**src/rtl/core/scr_pkg.sv**
```systemverilog
package scr_pkg;

  localparam int unsigned RING_DEPTH = 1024;
  localparam int unsigned RING_AW    = $clog2(RING_DEPTH);
  localparam int unsigned ENTRY_W    = 48;

  localparam logic [31:0] RING_DEPTH_W = 32'(RING_DEPTH);

  localparam logic [15:0] MIN_PERIOD_RST = 16'd961;
  localparam logic [15:0] NOM_PERIOD_RST = 16'd1201;

  // deviation bucket upper limits, inclusive
  localparam logic [31:0] DEV_LIM0 = 32'd5;
  localparam logic [31:0] DEV_LIM1 = 32'd15;
  localparam logic [31:0] DEV_LIM2 = 32'd35;
  localparam logic [31:0] DEV_LIM3 = 32'd75;

  localparam int unsigned NUM_BUCKETS = 5;

  localparam logic [1:0] CFG_MIN_PERIOD = 2'd0;
  localparam logic [1:0] CFG_NOM_PERIOD = 2'd1;
  localparam logic [1:0] CFG_STATS_EN   = 2'd2;

  typedef enum logic [1:0] {
    CMD_EVENT = 2'd0,
    CMD_RING  = 2'd1,
    CMD_STAT  = 2'd2,
    CMD_CLEAR = 2'd3
  } scr_cmd_e;

  typedef enum logic [1:0] {
    OUT_STORED = 2'd0,
    OUT_GLITCH = 2'd1,
    OUT_RDERR  = 2'd2,
    OUT_NONE   = 2'd3
  } scr_outcome_e;

  typedef enum logic [3:0] {
    STAT_EVENTS  = 4'd0,
    STAT_LATE    = 4'd1,
    STAT_RDERR   = 4'd2,
    STAT_GLITCH  = 4'd3,
    STAT_DTCOUNT = 4'd4,
    STAT_DTMIN   = 4'd5,
    STAT_DTMAX   = 4'd6,
    STAT_DTSUM   = 4'd7,
    STAT_MAXDEV  = 4'd8,
    STAT_BUCKET0 = 4'd9,
    STAT_BUCKET1 = 4'd10,
    STAT_BUCKET2 = 4'd11,
    STAT_BUCKET3 = 4'd12,
    STAT_BUCKET4 = 4'd13
  } scr_stat_e;

  typedef enum logic [2:0] {
    ST_IDLE,
    ST_CALC,
    ST_APPLY,
    ST_DEV,
    ST_RESP
  } scr_state_e;

  typedef struct packed {
    logic [15:0] min_period;
    logic [15:0] nominal_period;
    logic        stats_en;
  } scr_cfg_t;

  typedef struct packed {
    logic        calc;
    logic        apply;
    logic        dev;
    logic        is_event;
    logic        clear;
    logic        read_ok;
    logic        late_edge;
    logic [31:0] time_us;
  } scr_stat_ctrl_t;

endpackage

```
**src/rtl/core/scr_stats.sv**
```systemverilog
module scr_stats (
  input  logic                   clk_i,
  input  logic                   rst_ni,
  input  scr_pkg::scr_cfg_t      cfg_i,
  input  scr_pkg::scr_stat_ctrl_t ctrl_i,
  input  logic [3:0]             stat_select_i,
  output logic                   glitch_o,
  output logic [31:0]            head_o,
  output logic [31:0]            stat_value_o
);
  import scr_pkg::*;

  logic [31:0] head_q, event_q, late_q, error_q, glitch_cnt_q;
  logic [31:0] last_time_q;
  logic        have_last_q;
  logic [31:0] icount_q, imin_q, imax_q, isum_q, worst_q;
  logic [31:0] bucket_q [NUM_BUCKETS];

  logic        glitch_q, upd_q;
  logic [31:0] dt_q, d_q;

  logic [31:0] dt_d;
  logic        glitch_d;
  logic [31:0] dev;
  logic [2:0]  bucket_sel;

  // wrapping interval, read as signed against the gate
  always_comb begin
    dt_d     = ctrl_i.time_us - last_time_q;
    glitch_d = ctrl_i.is_event && have_last_q &&
               (dt_d[31] || (dt_d < {16'b0, cfg_i.min_period}));
  end

  always_comb begin
    dev = d_q[31] ? (32'd0 - d_q) : d_q;
    priority if (dev <= DEV_LIM0) begin
      bucket_sel = 3'd0;
    end else if (dev <= DEV_LIM1) begin
      bucket_sel = 3'd1;
    end else if (dev <= DEV_LIM2) begin
      bucket_sel = 3'd2;
    end else if (dev <= DEV_LIM3) begin
      bucket_sel = 3'd3;
    end else begin
      bucket_sel = 3'd4;
    end
  end

  always_ff @(posedge clk_i) begin
    if (ctrl_i.calc) begin
      dt_q <= dt_d;
    end
    if (ctrl_i.apply) begin
      d_q <= dt_q - {16'b0, cfg_i.nominal_period};
    end
  end

  always_ff @(posedge clk_i or negedge rst_ni) begin
    if (!rst_ni) begin
      glitch_q <= 1'b0;
      upd_q    <= 1'b0;
    end else if (ctrl_i.calc) begin
      glitch_q <= glitch_d;
      upd_q    <= ctrl_i.is_event && have_last_q && !glitch_d && cfg_i.stats_en;
    end
  end

  always_ff @(posedge clk_i or negedge rst_ni) begin
    if (!rst_ni) begin
      head_q       <= '0;
      event_q      <= '0;
      late_q       <= '0;
      error_q      <= '0;
      glitch_cnt_q <= '0;
      last_time_q  <= '0;
      have_last_q  <= 1'b0;
      icount_q     <= '0;
      imin_q       <= '0;
      imax_q       <= '0;
      isum_q       <= '0;
      worst_q      <= '0;
      for (int i = 0; i < NUM_BUCKETS; i++) begin
        bucket_q[i] <= '0;
      end
    end else if (ctrl_i.apply && ctrl_i.clear) begin
      head_q       <= '0;
      event_q      <= '0;
      late_q       <= '0;
      error_q      <= '0;
      glitch_cnt_q <= '0;
      last_time_q  <= '0;
      have_last_q  <= 1'b0;
      icount_q     <= '0;
      imin_q       <= '0;
      imax_q       <= '0;
      isum_q       <= '0;
      worst_q      <= '0;
      for (int i = 0; i < NUM_BUCKETS; i++) begin
        bucket_q[i] <= '0;
      end
    end else if (ctrl_i.apply && ctrl_i.is_event) begin
      if (glitch_q) begin
        glitch_cnt_q <= glitch_cnt_q + 32'd1;
      end else begin
        last_time_q <= ctrl_i.time_us;
        have_last_q <= 1'b1;
        event_q     <= event_q + 32'd1;
        if (ctrl_i.late_edge) begin
          late_q <= late_q + 32'd1;
        end
        if (!ctrl_i.read_ok) begin
          error_q <= error_q + 32'd1;
        end else begin
          head_q <= head_q + 32'd1;
        end
      end
      if (upd_q) begin
        if (icount_q == '0 || dt_q < imin_q) begin
          imin_q <= dt_q;
        end
        if (icount_q == '0 || dt_q > imax_q) begin
          imax_q <= dt_q;
        end
        isum_q   <= isum_q + dt_q;
        icount_q <= icount_q + 32'd1;
      end
    end else if (ctrl_i.dev && upd_q) begin
      if (dev > worst_q) begin
        worst_q <= dev;
      end
      bucket_q[bucket_sel] <= bucket_q[bucket_sel] + 32'd1;
    end
  end

  always_comb begin
    unique case (scr_stat_e'(stat_select_i))
      STAT_EVENTS:  stat_value_o = event_q;
      STAT_LATE:    stat_value_o = late_q;
      STAT_RDERR:   stat_value_o = error_q;
      STAT_GLITCH:  stat_value_o = glitch_cnt_q;
      STAT_DTCOUNT: stat_value_o = icount_q;
      STAT_DTMIN:   stat_value_o = imin_q;
      STAT_DTMAX:   stat_value_o = imax_q;
      STAT_DTSUM:   stat_value_o = isum_q;
      STAT_MAXDEV:  stat_value_o = worst_q;
      STAT_BUCKET0: stat_value_o = bucket_q[0];
      STAT_BUCKET1: stat_value_o = bucket_q[1];
      STAT_BUCKET2: stat_value_o = bucket_q[2];
      STAT_BUCKET3: stat_value_o = bucket_q[3];
      STAT_BUCKET4: stat_value_o = bucket_q[4];
      default:      stat_value_o = '0;
    endcase
  end

  assign glitch_o = glitch_q;
  assign head_o   = head_q;

endmodule

```
**config.mk**
```make
export PLATFORM = sky130hd
export DESIGN_NAME = scr_stats
export DESIGN_NICKNAME = d
export VERILOG_FILES = /design/src/rtl/core/scr_pkg.sv /design/src/rtl/core/scr_stats.sv
export SDC_FILE = /design/constraint.sdc
export NUM_CORES = 2
export LEC_CHECK = 0
export BUFFER_PORTS_ARGS = -buffer_cell sky130_fd_sc_hd__clkbuf_2
export CORE_AREA = 2 2 271 273
export DETAILED_ROUTE_END_ITERATION = 8
export DIE_AREA = 0 0 273 275
export HOLD_SLACK_MARGIN = 0.05
export PLACE_DENSITY = 0.66
export SLEW_MARGIN = 30
export SYNTH_ARGS = -nofsm -noshare
export SYNTH_HDL_FRONTEND = slang
export SYNTH_SLANG_ARGS = --single-unit
export TNS_END_PERCENT = 1
```
**constraint.sdc**
```tcl
create_clock -name clk_i -period 9.9 [get_ports clk_i]
set_input_delay 0 -clock clk_i [delete_from_list [all_inputs] [get_ports clk_i]]
set_output_delay 0 -clock clk_i [all_outputs]
set_load 0.03 [all_outputs]
```
==> impl_metrics.toml <==
[run_status]
status = "finished, final reports clean"

[grt]
antenna_found_initial = 7
grt_use_met1_pct = 45.4
grt_max_degree = 162
grt_pass1_wl_mm = 197
grt.overflow.total = 0
grt_pass1_vias = 30800
grtUsageMet2_pct = 52.1
grtUsageMet3_pct = 7.98
grt_most_used_layer = "met2"
grtUsageTotal_pct = 34.8

[run]
maxCapViolCount = 0

[timing]
hold_violations = 0
relSlewSlack_pct = 34.0
fin_hold_ws_ns = 0.0594
min_period_ns = 7.32
report.final.slew_viol_count = 0
rsz0062_at_grt = "false"
max_freq_mhz = 137
setup_viol = 0
finalSetupTns_ns = 0
clock_skew_ns = 0.0337
tightest_slew_ns = 0.981
fin_crit_sh_pct = 73.9
setup_ws_ns = 2.58

[place]
gp_congestion = 0.990
place.port_buffers = 142
preCtsSetupSlack_ns = 2.87
hpwl_mm = 94.9

[layout]
antenna_cells = 0
fin_nets = 4397
post-route-util_pct = 56.2
final_common_cell = "dfrtp_1"
synthToLayoutAreaGrowth_pct = 13.4
drive_above_1_share_pct = 10.1
layout_common_cells = "dfrtp_1 (515), nand2_1 (421), nor2_1 (364)"

[pwr]
power_mw = 7.11
power_density_nw_per_um2 = 175
irDropWorstVdd_v = 0.000176
p_leak_nw = 17.8

[yosys]
synth.area.top_cells = "dfrtp_1 (36%), ha_1 (6.9%), edfxtp_1 (5.4%), nand2_1 (4.4%), nor2_1 (3.9%)"
synthDominantCellAreaShare_pct = 35.9
synthFlopType = "dfrtp_1"
yosysSeqAreaShare_pct = 41.3
syn_area_um2 = 35900
async_flop_share_pct = 88.9
syn_nets = 4251
post-synth-top-area-cell = "dfrtp_1"
yosys_warnings = 0
synth-edff-count = 64
ys_ff_latch = 579
postSynthCellCount = 3973
ys_types = 84
avgSynthCellArea_um2 = 9.03

[detailed_routing]
drt_wl_total_mm = 131
drt_iter0_drc = 4098
first_pass_iters = 6
drc = 0
vias_per_cell = 6.34
route.vias.total = 32500
avgRoutedWirePerCell_um = 25.6
ant_nets = 0

[worst_hold_path]
hold_class = "input port to flop"

[critical_path]
cp_num_buf_inv = 2
max_stage_delay_ns = 0.60
slowest_stage = "o221ai_1"
arrival_ns = 7.79
critPathLaunchType = "flop"
endpoint_kind = "flop"
crit_path_max_fanout = 26
cp_data_required_time_ns = 10.37
worst-setup-path-type = "flop to flop"
cp_top_family = "simple AND/OR/NAND/NOR gates"
crit_chain = "inv_1 > ha_1 > nor3b_1 > nand4_1 > o31ai_1 > xnor2_1 > or4_1 > nor4_4 > buf_4 > nand2_1 > o221ai_1 > ha_1 > nand2_1 > a311oi_1 > o21bai_1 > nor3_2 > nand4_1 > xnor2_1 > o21ai_0"

[die]
fp.dieW_um = 273
start_util_pct = 49.6
fp.dieH_um = 275
pin_count = 143
fp.coreArea_um2 = 72300
dieArea_um2 = 75100
std_cell_rows = 99

[clock_tree]
post_cts_buffers = 0
cts-root-buf = "clkbuf_16"
clock_latency_ns = 0.64
cts-hold-fix-buffers = 55
cts_buffers = 70
cts_sinks = 579
cts_max_path_buffers = 3
cts.reportedPaths.clkPinSlew_ns = 0.06
htreeDepth = 3
cts_resized = 0
cts_tree = "done"
==> per-layer routing <==
metal	share of wire [%]	vias up
met2	43	1666
met5	0.042	-
li1	-	14700
met1	39	15700
met4	8.0	8
met3	9.7	424
==> sequential cells by signal (all words and copies together) (netlist names) <==
signal,count
worst_q,32
d_q,32
imin_q,32
isum_q,32
glitch_cnt_q,32
icount_q,32
dt_q,32
imax_q,32
glitch_o,1
upd_q,1
event_q,32
have_last_q,1
bucket_q,160
late_q,32
head_o,32
last_time_q,32
error_q,32
==> Yosys cell counts (11+ instances only) <==
cell type / number
a211oi_1: 63
a21boi_0: 13
a21o_1: 50
a21oi_1: 166
a221oi_1: 67
a22o_1: 87
a22oi_1: 133
a31oi_1: 11
and2_1: 30
and3_1: 59
buf_1: 18
buf_2: 12
clkbuf_1: 161
dfrtp_1: 515
edfxtp_1: 64
ha_1: 197
inv_1: 210
mux2_2: 33
mux2i_1: 37
nand2_1: 423
nand2b_1: 38
nand3_1: 142
nand4_1: 100
nor2_1: 377
nor2b_1: 26
nor3_1: 51
nor4_1: 36
o211ai_1: 18
o21a_1: 38
o21ai_0: 235
o31ai_1: 17
or2_2: 18
or3_1: 59
or4_1: 22
xnor2_1: 128
xor2_1: 160
==> cells by family (layout without fill, tap and decap cells) <==
family                     after synthesis  in the layout  share of synthesized area, %
DFF                                    579            579                          41.3
xor gates and xnor gates               290            290                          7.12
and+or+nand+nor                       1426           1426                          19.1
muxes                                   71             71                          2.10
buffers and inverters                  404            603                          4.32
AOI/OAI and AO/OA                     1003           1003                          19.1
adders and majority gates              200            200                          7.04
==> path summary, 6_finish.rpt <==
check | startpoint | to | slack [ns] | cells past startpoint
worst min-delay path | cfg_i[13] | d_q[12] | 0.06 | 4
worst max-delay path | d_q[0] | bucket_q[60] | 2.58 | 19
max in group asynchronous | rst_ni | isum_q[27] | 7.20 | 7
min in group asynchronous | rst_ni | event_q[28] | 0.44 | 3
worst min register to register | bucket_q[44] | bucket_q[44] | 0.51 | 2
worst max register to register | d_q[0] | bucket_q[60] | 2.58 | 19
==> layout make-up <==
cell class,instances,area (µm²)
tap,959,1200
clock buffer,102,2080
multi-input combinational,2990,19700
timing repair buffer,268,1900
clock inverter,23,225
sequential,579,14800
inverter,210,788
fill,6543,31700
==> power breakdown <==
group,switching [mW],internal [mW]
Sequential,0.243,2.58
Combinational,1.03,0.640
Clock,1.07,1.54
==> tightest hold or removal path: cells and delay by family <==
| kind | cells | cell delay (ns) |
|---|---|---|
| XOR/XNOR | 1 | 0.17 |
| buffers and inverters | 2 | 0.15 |
| adder cells (fa/ha/maj) | 1 | 0.23 |
==> stage by stage <==
stage / instance area [µm²] / std cells
detailed placement: 37800 / 4949
finish: 40700 / 5131
global route: 40700 / 5131
global placement: 37700 / 4947
CTS: 40600 / 5129
floorplan: 35900 / 3973
No activity file was read; power rests on OpenSTA's default activity.
